--- config.mk ---
export PLATFORM = sky130hd
export DESIGN_NAME = sql_statement_kind_classifier_core
export DESIGN_NICKNAME = d
export VERILOG_FILES = /design/src/rtl/sqlk_pkg.sv /design/src/rtl/sqlk_scan.sv /design/src/rtl/sqlk_fifo.sv /design/src/rtl/sqlk_classify.sv /design/src/rtl/sql_statement_kind_classifier_core.sv
export SDC_FILE = /design/constraint.sdc
export NUM_CORES = 1
export LEC_CHECK = 0
export ABC_AREA = 0
export BUFFER_PORTS_ARGS = -buffer_cell sky130_fd_sc_hd__clkbuf_2
export CAP_MARGIN = 20
export CORE_MARGIN = 10
export CORE_UTILIZATION = 30
export DETAILED_ROUTE_END_ITERATION = 16
export PLACE_DENSITY_LB_ADDON = 0.08
export RECOVER_POWER = 50
export SKIP_CTS_REPAIR_TIMING = 1
export SLEW_MARGIN = 30
export SYNTH_ARGS = -nofsm -noshare
export SYNTH_HDL_FRONTEND = slang
export SYNTH_HIERARCHICAL = 1
export SYNTH_SLANG_ARGS = --single-unit
--- constraint.sdc ---
create_clock -name clk -period 8.9 [get_ports clk]
set_input_delay 0.89 -clock clk [delete_from_list [all_inputs] [get_ports clk]]
set_output_delay 0.89 -clock clk [all_outputs]
set_load 0.005 [all_outputs]
--- src/rtl/sqlk_pkg.sv ---
package sqlk_pkg;

  // scan phases
  localparam logic [2:0] PH_SKIP       = 3'd0;
  localparam logic [2:0] PH_DASH       = 3'd1;
  localparam logic [2:0] PH_LINE       = 3'd2;
  localparam logic [2:0] PH_SLASH      = 3'd3;
  localparam logic [2:0] PH_BLOCK      = 3'd4;
  localparam logic [2:0] PH_BLOCK_STAR = 3'd5;
  localparam logic [2:0] PH_WORD       = 3'd6;
  localparam logic [2:0] PH_DONE       = 3'd7;

  // result classes
  localparam logic [1:0] CLASS_SELECT = 2'd0;
  localparam logic [1:0] CLASS_INSERT = 2'd1;
  localparam logic [1:0] CLASS_OTHER  = 2'd2;

  // ascii codes used by the scanner
  localparam logic [7:0] CH_SPACE   = 8'h20;
  localparam logic [7:0] CH_TAB     = 8'h09;
  localparam logic [7:0] CH_CR      = 8'h0d;
  localparam logic [7:0] CH_NEWLINE = 8'h0a;
  localparam logic [7:0] CH_DASH    = 8'h2d;
  localparam logic [7:0] CH_SLASH   = 8'h2f;
  localparam logic [7:0] CH_STAR    = 8'h2a;
  localparam logic [7:0] CH_UNDER   = 8'h5f;

  // keyword candidates; the last one is insert
  localparam int CAND_COUNT = 8;
  localparam int INSERT_IDX = 7;
  localparam int LEN_W      = 4;
  localparam logic [LEN_W-1:0] LEN_MAX = 4'd15;

  localparam logic [63:0] CAND_TEXT [CAND_COUNT] = '{
    64'("select"), 64'("with"), 64'("show"), 64'("describe"),
    64'("desc"), 64'("explain"), 64'("exists"), 64'("insert")
  };
  localparam logic [LEN_W-1:0] CAND_LEN [CAND_COUNT] = '{
    4'd6, 4'd4, 4'd4, 4'd8, 4'd4, 4'd7, 4'd6, 4'd6
  };

  // depth of the queue between scanner and classifier
  localparam int QDEPTH = 2;
  localparam int QPTR_W = $clog2(QDEPTH);
  localparam int QCNT_W = $clog2(QDEPTH + 1);

  // finished keyword summary handed to the back end
  typedef struct packed {
    logic [CAND_COUNT-1:0] mask;
    logic [LEN_W-1:0]      len;
  } kw_t;

  // character of candidate k at keyword position pos (pos below the length)
  function automatic logic [7:0] cand_char(input int k, input logic [LEN_W-1:0] pos);
    logic [LEN_W-1:0] idx;
    idx = CAND_LEN[k] - pos - 4'd1;
    return CAND_TEXT[k][{idx[2:0], 3'b000} +: 8];
  endfunction

endpackage

--- src/rtl/sqlk_scan.sv ---
module sqlk_scan
  import sqlk_pkg::*;
(
  input  logic       clk,
  input  logic       rst,
  input  logic       accept,
  input  logic [7:0] char_code,
  input  logic       end_of_query,
  output logic       kw_push,
  output kw_t        kw_data
);

  logic [2:0]            phase, phase_next;
  logic [LEN_W-1:0]      len, len_next;
  logic [CAND_COUNT-1:0] mask, mask_next;
  logic                  is_ws, is_upper, is_word, add;
  logic [7:0]            low;
  logic [CAND_COUNT-1:0] letter_mask;

  // character classes
  assign is_ws    = (char_code == CH_SPACE) || (char_code >= CH_TAB && char_code <= CH_CR);
  assign is_upper = (char_code >= 8'h41) && (char_code <= 8'h5a);
  assign is_word  = is_upper || ((char_code >= 8'h61) && (char_code <= 8'h7a)) ||
                    (char_code == CH_UNDER);
  assign low      = is_upper ? (char_code | 8'h20) : char_code;

  // candidates that survive one more letter
  always_comb begin
    for (int k = 0; k < CAND_COUNT; k++) begin
      letter_mask[k] = mask[k] && (len < CAND_LEN[k]) && (cand_char(k, len) == low);
    end
  end

  // phase machine
  always_comb begin
    phase_next = phase;
    add        = 1'b0;
    unique case (phase)
      PH_SKIP: begin
        if (is_ws) phase_next = PH_SKIP;
        else if (char_code == CH_DASH) phase_next = PH_DASH;
        else if (char_code == CH_SLASH) phase_next = PH_SLASH;
        else if (is_word) begin
          phase_next = PH_WORD;
          add        = 1'b1;
        end else phase_next = PH_DONE;
      end
      PH_DASH:  phase_next = (char_code == CH_DASH) ? PH_LINE : PH_DONE;
      PH_LINE:  phase_next = (char_code == CH_NEWLINE) ? PH_SKIP : PH_LINE;
      PH_SLASH: phase_next = (char_code == CH_STAR) ? PH_BLOCK : PH_DONE;
      PH_BLOCK: phase_next = (char_code == CH_STAR) ? PH_BLOCK_STAR : PH_BLOCK;
      PH_BLOCK_STAR: begin
        if (char_code == CH_SLASH) phase_next = PH_SKIP;
        else if (char_code != CH_STAR) phase_next = PH_BLOCK;
      end
      PH_WORD: begin
        if (is_word) add = 1'b1;
        else phase_next = PH_DONE;
      end
      PH_DONE:  phase_next = PH_DONE;
      default:  phase_next = PH_DONE;
    endcase
    mask_next = add ? letter_mask : mask;
    len_next  = (add && len != LEN_MAX) ? len + 4'd1 : len;
  end

  // keyword summary goes out with the last beat
  assign kw_push      = accept && end_of_query;
  assign kw_data.mask = mask_next;
  assign kw_data.len  = len_next;

  // scanner state, back to reset after each query
  always_ff @(posedge clk) begin
    if (rst || kw_push) begin
      phase <= PH_SKIP;
      len   <= '0;
      mask  <= '1;
    end else if (accept) begin
      phase <= phase_next;
      len   <= len_next;
      mask  <= mask_next;
    end
  end

  a_fresh_after_last: assert property (@(posedge clk) disable iff (rst)
    kw_push |=> (phase == PH_SKIP && len == '0 && mask == '1))
    else $error("scanner not cleared after last beat");

  a_len_only_in_word: assert property (@(posedge clk) disable iff (rst)
    (len != '0) |-> (phase == PH_WORD || phase == PH_DONE))
    else $error("keyword length outside word phase");

  a_mask_full_when_empty: assert property (@(posedge clk) disable iff (rst)
    (len == '0) |-> (mask == '1))
    else $error("candidate mask narrowed with no letters");

endmodule

--- src/rtl/sqlk_fifo.sv ---
module sqlk_fifo
  import sqlk_pkg::*;
(
  input  logic clk,
  input  logic rst,
  input  logic wr_en,
  input  kw_t  wr_data,
  output logic full,
  input  logic rd_en,
  output logic not_empty,
  output kw_t  rd_data
);

  kw_t               slots [QDEPTH];
  logic [QPTR_W-1:0] wr_ptr, rd_ptr;
  logic [QCNT_W-1:0] count;
  logic              do_wr, do_rd;

  assign full      = (count == QCNT_W'(QDEPTH));
  assign not_empty = (count != '0);
  assign do_wr     = wr_en && !full;
  assign do_rd     = rd_en && not_empty;
  assign rd_data   = slots[rd_ptr];

  // storage
  always_ff @(posedge clk) begin
    if (do_wr) slots[wr_ptr] <= wr_data;
  end

  // pointers and fill count
  always_ff @(posedge clk) begin
    if (rst) begin
      wr_ptr <= '0;
      rd_ptr <= '0;
      count  <= '0;
    end else begin
      if (do_wr) wr_ptr <= (wr_ptr == QPTR_W'(QDEPTH - 1)) ? '0 : wr_ptr + 1'b1;
      if (do_rd) rd_ptr <= (rd_ptr == QPTR_W'(QDEPTH - 1)) ? '0 : rd_ptr + 1'b1;
      count <= count + QCNT_W'(do_wr) - QCNT_W'(do_rd);
    end
  end

  a_count_bound: assert property (@(posedge clk) disable iff (rst)
    count <= QCNT_W'(QDEPTH))
    else $error("queue count overflow");

endmodule

--- src/rtl/sqlk_classify.sv ---
module sqlk_classify
  import sqlk_pkg::*;
(
  input  logic       clk,
  input  logic       rst,
  input  logic       kw_valid,
  input  kw_t        kw_data,
  output logic       kw_take,
  input  logic       pop,
  output logic       empty,
  output logic [1:0] query_class
);

  logic       out_valid;
  logic [1:0] class_next;

  // first candidate whose full text was matched wins
  always_comb begin
    class_next = CLASS_OTHER;
    for (int k = CAND_COUNT - 1; k >= 0; k--) begin
      if (kw_data.mask[k] && kw_data.len == CAND_LEN[k])
        class_next = (k == INSERT_IDX) ? CLASS_INSERT : CLASS_SELECT;
    end
  end

  // output register refills while the current beat leaves
  assign kw_take = kw_valid && (!out_valid || pop);
  assign empty   = !out_valid;

  always_ff @(posedge clk) begin
    if (rst) begin
      out_valid <= 1'b0;
    end else if (kw_take) begin
      out_valid <= 1'b1;
    end else if (pop) begin
      out_valid <= 1'b0;
    end
  end

  always_ff @(posedge clk) begin
    if (kw_take) query_class <= class_next;
  end

endmodule

--- src/rtl/sql_statement_kind_classifier_core.sv ---
// statement kind classifier: query text in, one class per query out
// input queue side: char_code and end_of_query, one byte per beat, taken when
//   push is high and full is low; end_of_query marks the last byte
// result queue side: query_class is shown while empty is low and leaves on
//   a beat with pop high; 0 select-like, 1 insert, 2 other
// the front scanner updates its state in the cycle a byte is taken, so bytes
//   stream at one per cycle while full is low; on the last byte it hands the
//   keyword summary to a two-entry queue, and the back end turns it into the
//   class in the output register
// the result is registered first in the queue and then in the output
//   register, from which it can leave on a beat with pop high
// unless full: one byte per cycle, one query per cycle for one-byte queries
// full rises only when the queue is full and the output register is held, so
//   a stalled receiver blocks input only after two more queries have finished
// reset clears scanner state, queue fill count and output valid flag; no query in flight
module sql_statement_kind_classifier_core
  import sqlk_pkg::*;
(
  input  logic       clk,
  input  logic       rst,
  input  logic       push,
  output logic       full,
  input  logic [7:0] char_code,
  input  logic       end_of_query,
  input  logic       pop,
  output logic       empty,
  output logic [1:0] query_class
);

  logic accept;
  logic kw_push, kw_valid, kw_take;
  kw_t  kw_in, kw_out;

  assign accept = push && !full;

  // front: byte scanner
  sqlk_scan u_scan (
    .clk          (clk),
    .rst          (rst),
    .accept       (accept),
    .char_code    (char_code),
    .end_of_query (end_of_query),
    .kw_push      (kw_push),
    .kw_data      (kw_in)
  );

  // queue between front and back
  sqlk_fifo u_fifo (
    .clk       (clk),
    .rst       (rst),
    .wr_en     (kw_push),
    .wr_data   (kw_in),
    .full      (full),
    .rd_en     (kw_take),
    .not_empty (kw_valid),
    .rd_data   (kw_out)
  );

  // back: classification and output register
  sqlk_classify u_classify (
    .clk         (clk),
    .rst         (rst),
    .kw_valid    (kw_valid),
    .kw_data     (kw_out),
    .kw_take     (kw_take),
    .pop         (pop),
    .empty       (empty),
    .query_class (query_class)
  );

endmodule
==> results of run 1 <==
==> cells in the mapped netlist (all sizes together), types with 7 or more instances <==
library cell  instances  area share [%]
nor2                 29             3.1
edfxtp               26              22
a21oi                22             3.1
dfxtp                21              12
xnor2                18             4.5
buf                  17             2.7
nand2                17             1.8
nor3                 17             2.5
nand3                16             2.3
o21ai                16             2.3
ha                   14             5.0
inv                  14             1.5
mux2                 14             4.5
clkbuf               12             1.3
a21boi                9             1.9
nor2b                 9             1.8
mux2i                 8             2.6
nand4                 8             1.6
xor2                  8             2.0
a211oi                7             1.8
==> layout make-up <==
cell class / instances / area [sq um] / area share [%]
inverters: 14 / 52.6 / 1.37
clock buffers: 5 / 125 / 3.27
clock inverters: 3 / 43.8 / 1.14
well taps: 143 / 179 / 4.68
repair buffers: 18 / 90.1 / 2.36
flip-flops and latches: 47 / 1200 / 31.4
multi-input cells: 297 / 2130 / 55.8
==> per-layer routing <==
metal	up-vias	track usage, %	part of all wire (%)
li1	1421	-	-
met5	-	0	0
met3	4	1.44	2.4
met4	0	3.54	1.0
met1	1345	14.5	49
met2	32	18.3	48
==> metrics by stage <==
step | instances | util (%) | instance area, sq um | setup WS, ns | power [mW]
final | 527 | 33.4 | 3820 | 5.49 | 0.708
after global routing | 527 | 33.4 | 3820 | 5.19 | 0.757
after CTS | 527 | 33.5 | 3840 | 5.48 | 0.722
after detailed placement | 519 | 32.0 | 3670 | 5.52 | 0.508
after global placement | 519 | 32.0 | 3670 | 5.53 | 0.507
after floorplan | 387 | - | 3530 | 6.11 | 0.453
==> final timing paths <==
kind / slack [ns] / endpoint / cells past startpoint / start
setup reg to reg: 5.49 / u_fifo/slots[0][11]$_DFFE_PP_ / 7 / u_scan/len[2]$_SDFFE_PP0P_
setup / recovery: 5.49 / u_fifo/slots[0][11]$_DFFE_PP_ / 7 / u_scan/len[2]$_SDFFE_PP0P_
hold / removal: 0.49 / u_scan/mask[3]$_SDFFE_PP1P_ / 2 / u_scan/mask[3]$_SDFFE_PP1P_
hold reg to reg: 0.49 / u_scan/mask[3]$_SDFFE_PP1P_ / 2 / u_scan/mask[3]$_SDFFE_PP1P_
==> sequential cells by signal, indices dropped and copies added (netlist names), named ones only <==
name and flops:
u_scan/phase 3, u_classify/query_class 2, u_scan/len 4, u_scan/mask 8, u_classify/out_valid 1, u_fifo/wr_ptr 1, u_fifo/count 2, u_fifo/rd_ptr 1
u_fifo/slots 24
==> cells by family (layout without fill, tap and decap cells) <==
family          after synthesis  after routing  synth area share (%)
compound gates               87             87                  17.2
xor+xnor                     26             26                  6.44
fa+ha+maj                    14             14                  4.96
buf+inv                      43             40                  5.42
flops                        47             47                  34.0
mux                          22             22                  7.08
simple gates                148            148                  24.9
==> worst min-delay path, stage by stage (launching register included) <==
cell and delay (ns):
dfxtp_1 0.31, nor2_1 0.09, a21oi_1 0.04
==> power by group <==
part | switching [mW] | total (mW) | leakage (nW) | internal [mW]
combinational | 0.119 | 0.199 | 0.808 | 0.0802
sequential | 0.0298 | 0.297 | 0.400 | 0.268
clock | 0.0787 | 0.211 | 0.0838 | 0.132
total | 0.228 | 0.708 | 1.29 | 0.480
==> metrics.sh, run 1 <==
TIMING.SLEW.HEADROOM_PCT=21.8
FIRST_GLOBAL_VIAS=2731
TRITONCTS='yes'
WORSTPATHARRIVAL_NS=3.50
PLACE.DETAILED.HPWL_MICRONS=6570
SYNTH_FP_NETS=414
SETUP_VIOLATIONS=0
PORT_BUFFERS=16
INITIAL_ANTENNA_VIOLATION_COUNT=0
FILLCELLCOUNT=1202
FIN_SETUP_TNS_NS=0
CTS_MAX_PATH_BUFFERS=2
CLKSLEWWORSTSETUPHOLDPATHS_NS=0.07
TIMING.FINAL.CRIT_PERIOD_NS=3.41
POWER.LEAKAGE_nW=1.29
GRT-OVFL-TOTAL=0
IO-PIN-COUNT=17
CP_NUM_BUF_INV=1
TIGHTEST_SLEW_NS=1.17
INITIALDRTVIOLATIONCOUNT=189
INITIAL_CELL_DENSITY_OF_THE_CORE_PCT=30.8
NNETSFINAL=410
POSTSYNTHCELLCOUNT=387
GRT_USE_TOTAL_PCT=11.0
GP_ROUTABILITY_CONGESTION=0.809
DIE_HT_MICRONS=129
CELL_CHAIN_OF_THE_CRITICAL_PATH='inv_1 -> ha_1 -> mux2i_1 -> xnor2_1 -> a2111oi_0 -> nand4_1 -> a21boi_0'
AVGVIACOUNTPERCELL=5.32
STD_CELL_ROWS=39
CTS_ROOT_BUFFER='clkbuf_16'
SYNTH_EDF_COUNT=26
DOMINANTREGCELLSYNTH='edfxtp_1'
CTS.SINKS=47
SYNTH_WARNINGS=6
POST-ROUTE-PERIOD-UTIL_PCT=38.3
CP_SLOWEST_CELL='dfxtp_1'
FMAXACHIEVABLE_MHz=293
ROUTED-VIA-COUNT=2802
DIE_W_MICRONS=129
FINAL_LAYOUT_SIZE_SUFFIX_GT1_SHARE_PCT=11.7
CRITPATHCAPTURETYPE='flop'
WL_PER_CELL_MICRONS=17.2
SETUP.WORST_PATH.START_CLASS='flop'
TIMING.CRITICAL_PATH.REQUIRED_NS=8.99
POSTSYNTHREGISTERBITS=47
ASYNC_RESET_FF_SHARE_PCT=0
WORSTSKEWPAIRLATENCY_NS=0.28
YS_TYPES=74
YS_SEQ_AREA_SHARE_PCT=34.0
POWER.DENSITY_CELL_AREA_nW_PER_UM2=185
CTS.HTREE.LEVELS=2
WIRE_LENGTH_AFTER_DETAILED_ROUTING_MICRONS=9070
ANTENNA-DIODE-COUNT=0
MAX_STAGE_DELAY_NS=0.87
TIMING.HOLD.WORST.CLASS='flop to flop'
SYNTHTOLAYOUTAREAGROWTH_PCT=8.21
SKEW_NS=0.00782
WIRE_LENGTH_OF_THE_FIRST_GLOBAL_ROUTING_PASS_MICRONS=14900
LAYOUT.CELLS.MOST_COMMON_LIST='29 x nor2_1, 26 x edfxtp_1, 22 x a21oi_1'
PATH_MAX_FANOUT=20
NUMBER_OF_FAILING_HOLD_ENDPOINTS_AT_THE_FINAL_STAGE=0
MAPPEDNETLISTAREA_SQ_UM=3530
RUN_STATUS='finished clean'
GRT_START_MAX_NET_PINS=29
MAX-CAP-VIOLATIONS=0
DESIGN.CORE.AREA_SQ_UM=11500
DIE_AREA_SQ_UM=16500
SETUP.WORST_PATH.CLASS='flop to flop'
CP_TOP_FAMILY='flip-flops'
SYNTH.AVG_CELL_AREA_SQ_UM=9.13
ANT_NETS=0
GRT_SETUP_UNREPAIRED='false'
FINAL_COMMON_CELL='nor2_1'
FINAL_LAYOUT_WORST_HOLD_SLACK_NS=0.486
DRT_PRE_ANTENNA_ITERS=4
FINAL_MAX_SLEW_VIOL_COUNT=0
VDD_DROP_MAX_uV=72.9
DRCVIOLATIONCOUNT=0
CTS-BUFFERS-INSERTED=5
(Power assumes the default switching activity.)
==> run 2, diff against run 1 <==
==> constraint.sdc (replaced) <==
create_clock -name clk -period 3.55 [get_ports clk]
set_input_delay 0.355 -clock clk [delete_from_list [all_inputs] [get_ports clk]]
set_output_delay 0.355 -clock clk [all_outputs]
set_load 0.005 [all_outputs]
==> run 2 against run 1 <==
Net effect: die area is the same; count of clock-buffer cells in the layout unchanged; combinational power rose to 2.5 times the previous value; routed wire length shrank 0.98%; clock skew grew 0.0046 ns; critical endpoint is now u_fifo/slots[0][2]$_DFFE_PP_; largest cell class unchanged; largest power group unchanged; highest routed layer unchanged.
==> metrics.sh, run 2 (synthesis gave the netlist of run 1 again) <==
CTS_ROOT_BUFFER='clkbuf_16'
STD_CELL_ROWS=39
FINAL_CELLS=530
POST-ROUTE-PERIOD-UTIL_PCT=78.7
WIRE_LENGTH_OF_THE_FIRST_GLOBAL_ROUTING_PASS_MICRONS=14800
SETUP.WORST_PATH.START_CLASS='input pin'
SYNTHTOLAYOUTAREAGROWTH_PCT=8.53
REGISTERS.TOP_BY_FF_COUNT='u_fifo/slots'
NNETSFINAL=413
LAYOUT.CELLS.MOST_COMMON_LIST='29 x nor2_1, 26 x edfxtp_1, 22 x a21oi_1'
IO-PIN-COUNT=17
TIMING.SLEW.HEADROOM_PCT=27.0
CP_SLOWEST_CELL='a2111oi_0'
DPL.CELL_COUNT=522
DRCVIOLATIONCOUNT=0
CP_NUM_BUF_INV=1
CTS-BUFFERS-INSERTED=5
ROUTED-VIA-COUNT=2800
GRT-OVFL-TOTAL=0
DIE_W_MICRONS=129
FMAXACHIEVABLE_MHz=358
FINAL_MAX_SLEW_VIOL_COUNT=0
LARGEST_REGISTER_FFS=24
TIMING.FINAL.CRIT_PERIOD_NS=2.79
MAX-CAP-VIOLATIONS=0
REGTOREGSTARTPOINT='u_scan/len[0]$_SDFFE_PP0P_'
GP_ROUTABILITY_CONGESTION=0.851
PATH_MAX_FANOUT=25
FIRST_GLOBAL_VIAS=2712
VDD_DROP_MAX_uV=208
CELL_CHAIN_OF_THE_CRITICAL_PATH='clkbuf_2 -> or4_1 -> a2111oi_0 -> a211oi_2 -> nand4_2 -> mux2_2'
INITIAL_ANTENNA_VIOLATION_COUNT=0
FINAL_LAYOUT_SIZE_SUFFIX_GT1_SHARE_PCT=12.1
ANT_NETS=0
DIE_HT_MICRONS=129
TIMING.HOLD.WORST.CLASS='input pin to flop'
WORSTPATHARRIVAL_NS=2.82
WORSTSKEWPAIRLATENCY_NS=0.29
GRT_SETUP_UNREPAIRED='false'
TIGHTEST_SLEW_NS=1.10
POWER.DENSITY_CELL_AREA_nW_PER_UM2=465
PLACE.DETAILED.HPWL_MICRONS=6660
TIMING.CRITICAL_PATH.REQUIRED_NS=3.58
CTS.HTREE.LEVELS=2
MAX_STAGE_DELAY_NS=0.71
GRT_USE_TOTAL_PCT=10.9
CTS_MAX_PATH_BUFFERS=2
ANTENNA-DIODE-COUNT=0
FINAL_COMMON_CELL='nor2_1'
CRITPATHCAPTURETYPE='flop'
RUN_STATUS='finished clean'
WORSTHOLDSTART='rst'
DESIGN.CORE.AREA_SQ_UM=11500
DIE_AREA_SQ_UM=16500
CRIT_PATH_START='char_code[2]'
WL_PER_CELL_MICRONS=16.9
AVGVIACOUNTPERCELL=5.28
TOP_REGS='u_fifo/slots (24), u_scan/mask (8), u_scan/len (4)'
INITIAL_CELL_DENSITY_OF_THE_CORE_PCT=30.8
SETUP.WORST_PATH.CLASS='input pin to flop'
INITIALDRTVIOLATIONCOUNT=189
SETUP_VIOLATIONS=0
CP_TOP_FAMILY='compound AO/OA/AOI/OAI gates'
POWER.LEAKAGE_nW=1.31
CTS.SINKS=47
TRITONCTS='yes'
SKEW_NS=0.0124
DRT_PRE_ANTENNA_ITERS=4
GRT_START_MAX_NET_PINS=26
NUMBER_OF_FAILING_HOLD_ENDPOINTS_AT_THE_FINAL_STAGE=0
WIRE_LENGTH_AFTER_DETAILED_ROUTING_MICRONS=8980
PORT_BUFFERS=16
CLKSLEWWORSTSETUPHOLDPATHS_NS=0.07
FIN_SETUP_TNS_NS=0
-- run 2: stage by stage --
stage          utilization [%]  hold slack, ns  cell area (sq um)  total power [mW]  setup WS, ns
2_1_floorplan                -           0.424               3530              1.14         0.756
3_3_place_gp              32.2           0.471               3690              1.28         0.712
3_5_place_dp              32.2           0.474               3690              1.27         0.782
4_1_cts                   33.7           0.334               3860              1.82         0.947
5_1_grt                   33.5           0.355               3840              1.91         0.483
6_report                  33.5           0.330               3840              1.79         0.756
-- run 2: area by class of cell --
type / instances / area (sq um)
flip-flops and latches: 47 / 1200
inverters: 14 / 52.6
well taps: 143 / 179
fillers: 1186 / 7630
multi-input cells: 297 / 2120
clock inverters: 3 / 46.3
repair buffers: 21 / 114
clock buffers: 5 / 125
-- run 2: power by group --
part	internal [mW]	leakage, nW	switching [mW]	total, mW
logic	0.203	0.829	0.296	0.500
registers	0.671	0.400	0.0726	0.744
clock network	0.335	0.0804	0.208	0.542
-- run 2: layer usage --
metal	up-vias	share of wire, %	track usage [%]	wire (microns)
met1	1338	48	14.8	4310
met4	0	1.1	2.42	97
met5	-	0	0	0
met2	31	49	18.1	4380
met3	6	2.1	1.36	190
li1	1425	-	-	-
-- run 2: final timing paths --
| check | endpoint | slack, ns | cells past startpoint |
|---|---|---|---|
| worst max-delay path | u_fifo/slots[0][2]$_DFFE_PP_ | 0.76 | 6 |
| worst min-delay path | u_fifo/wr_ptr$_SDFFE_PP0P_ | 0.33 | 2 |
| worst max register to register | u_fifo/slots[0][7]$_DFFE_PP_ | 0.97 | 7 |
| worst min register to register | u_scan/mask[0]$_SDFFE_PP1P_ | 0.48 | 2 |
==> run 3, diff against run 2 <==
==> constraint.sdc (replaced) <==
create_clock -name clk -period 2.75 [get_ports clk]
set_input_delay 0.275 -clock clk [delete_from_list [all_inputs] [get_ports clk]]
set_output_delay 0.275 -clock clk [all_outputs]
set_load 0.005 [all_outputs]
==> run 3 against run 2 <==
Net effect: design area is 4.8% higher; register-to-register slack worse by 0.65 ns; clock skew is 0.0068 ns lower; sequential share of layout area is 1.4 points lower; clock power is 31% higher; die area stayed put; setup slack worse by 0.44 ns; routed wire length is 4.9% higher; global-route usage is 0.67 points higher.
==> metrics.sh, run 3 (synthesis gave the netlist of run 1 again) <==
RUN_STATUS='finished clean'
TIMING.FINAL.CRIT_PERIOD_NS=2.43
ROUTED-VIA-COUNT=2881
FINAL_COMMON_CELL='nor2_1'
FINAL_CELLS=552
GP_ROUTABILITY_CONGESTION=0.852
REGISTERS.TOP_BY_FF_COUNT='u_fifo/slots'
PATH_MAX_FANOUT=8
STD_CELL_ROWS=39
CTS.HTREE.LEVELS=2
TIGHTEST_SLEW_NS=0.975
DIE_W_MICRONS=129
SYNTHTOLAYOUTAREAGROWTH_PCT=13.8
GRT_SETUP_UNREPAIRED='false'
TRITONCTS='yes'
PORT_BUFFERS=16
COMBPWRFRAC_PCT=31.4
DESIGN.CORE.AREA_SQ_UM=11500
FIN_SETUP_TNS_NS=0
IO-PIN-COUNT=17
MAX_STAGE_DELAY_NS=0.46
ANT_NETS=0
TIMING.CRITICAL_PATH.REQUIRED_NS=2.88
DPL.CELL_COUNT=544
FIRST_GLOBAL_VIAS=2906
FINAL_LAYOUT_SIZE_SUFFIX_GT1_SHARE_PCT=17.6
LARGEST_REGISTER_FFS=24
WIRE_LENGTH_AFTER_DETAILED_ROUTING_MICRONS=9420
CLOCK_POWER_SHARE_PCT=29.6
TOP_REGS='u_fifo/slots (24), u_scan/mask (8), u_scan/len (4)'
CTS-BUFFERS-INSERTED=5
WL_PER_CELL_MICRONS=17.1
SKEW_NS=0.00557
CRITPATHCAPTURETYPE='flop'
POWER.LEAKAGE_nW=1.42
INITIAL_CELL_DENSITY_OF_THE_CORE_PCT=30.8
DIE_HT_MICRONS=129
P_SW_SHARE_PCT=32.6
WORST_SLACK_NS=0.315
TOTAL_SWITCHING_POWER_mW=0.778
CELL_CHAIN_OF_THE_CRITICAL_PATH='inv_1 -> ha_1 -> nor2b_1 -> nor3_1 -> or4b_1 -> or3_1 -> a21boi_1'
CLKSLEWWORSTSETUPHOLDPATHS_NS=0.07
LAYOUT.CELLS.MOST_COMMON_LIST='29 x nor2_1, 26 x edfxtp_1, 25 x buf_4'
INITIAL_ANTENNA_VIOLATION_COUNT=0
PLACE.DETAILED.HPWL_MICRONS=7360
SETUP_VIOLATIONS=0
TIMING.SLEW.HEADROOM_PCT=35.0
GRT_START_MAX_NET_PINS=20
CTS_ROOT_BUFFER='clkbuf_16'
GRT_USE_TOTAL_PCT=11.6
WORSTSKEWPAIRLATENCY_NS=0.29
NNETSFINAL=435
FMAXACHIEVABLE_MHz=411
SETUP.WORST_PATH.START_CLASS='flop'
GRT-OVFL-TOTAL=0
TIMING.HOLD.WORST.CLASS='input pin to flop'
DRCVIOLATIONCOUNT=0
CP_NUM_BUF_INV=1
WORSTPATHARRIVAL_NS=2.56
DP_WORST_SETUP_SLACK_NS=0.329
WIRE_LENGTH_OF_THE_FIRST_GLOBAL_ROUTING_PASS_MICRONS=15600
INITIALDRTVIOLATIONCOUNT=128
FINAL_MAX_SLEW_VIOL_COUNT=0
ANTENNA-DIODE-COUNT=0
CTS.SINKS=47
DRT_PRE_ANTENNA_ITERS=5
NUMBER_OF_FAILING_HOLD_ENDPOINTS_AT_THE_FINAL_STAGE=0
AVGVIACOUNTPERCELL=5.22
CELLINTERNALPOWER_mW=1.61
SHARE_SEQ_OF_TOTAL_POWER_PCT=39.0
CP_SLOWEST_CELL='or4b_1'
MAX-CAP-VIOLATIONS=0
CTS_MAX_PATH_BUFFERS=2
CP_TOP_FAMILY='simple AND/OR/NAND/NOR gates'
DIE_AREA_SQ_UM=16500
POWER.DENSITY_CELL_AREA_nW_PER_UM2=594
VDD_DROP_MAX_uV=300
POST-ROUTE-PERIOD-UTIL_PCT=88.5
SETUP.WORST_PATH.CLASS='flop to flop'
TOTAL_POWER_mW=2.39
==> run 3: area by class of cell <==
class                   count  area [sq um]
multi-input cells         297          2140
repair buffers             43           275
clock buffers               5           125
clock inverters             3          46.3
flip-flops and latches     47          1200
well taps                 143           179
inverters                  14          52.6
fillers                  1165          7450
==> run 3: worst reg2reg max path, cell delays in order (launching register included) <==
cell and delay [ns]:
dfxtp_1 0.31, inv_1 0.14, ha_1 0.42, nor2b_1 0.28
nor3_1 0.07, or4b_1 0.46, or3_1 0.39, a21boi_1 0.20
==> run 3: path summary, 6_finish.rpt <==
check	startpoint	to	slack, ns	depth (start not counted)
hold reg to reg	u_scan/mask[1]$_SDFFE_PP1P_	u_scan/mask[1]$_SDFFE_PP1P_	0.48	2
setup reg to reg	u_scan/len[1]$_SDFFE_PP0P_	u_fifo/slots[0][7]$_DFFE_PP_	0.32	7
hold / removal	rst	u_fifo/count[0]$_SDFF_PP0_	0.27	2
setup / recovery	u_scan/len[1]$_SDFFE_PP0P_	u_fifo/slots[0][7]$_DFFE_PP_	0.32	7
==> run 3: per-layer routing <==
layer / global-route usage, % / part of all wire, % / routed length [microns]
met1: 15.3 / 47 / 4410
met2: 19.3 / 49 / 4640
met3: 0.903 / 2.3 / 215
met4: 4.32 / 1.7 / 157
met5: 0 / 0 / 0
==> run 3: per-stage QoR <==
stage	hold slack (ns)	area, sq um	util, %
after global routing	0.286	4020	35.1
after detailed placement	0.473	3860	33.6
after global placement	0.470	3860	33.6
after CTS	0.268	4030	35.1
after floorplan	0.344	3540	-
final	0.268	4020	35.1
==> run 3: power by group through the flow <==
stage | Clock (mW) | Sequential, mW | Combinational [mW]
2_1_floorplan | 0 | 0.917 | 0.550
3_3_place_gp | 0 | 0.950 | 0.771
3_5_place_dp | 0 | 0.952 | 0.769
4_1_cts | 0.728 | 0.935 | 0.773
5_1_grt | 0.761 | 0.947 | 0.843
6_report | 0.708 | 0.933 | 0.750
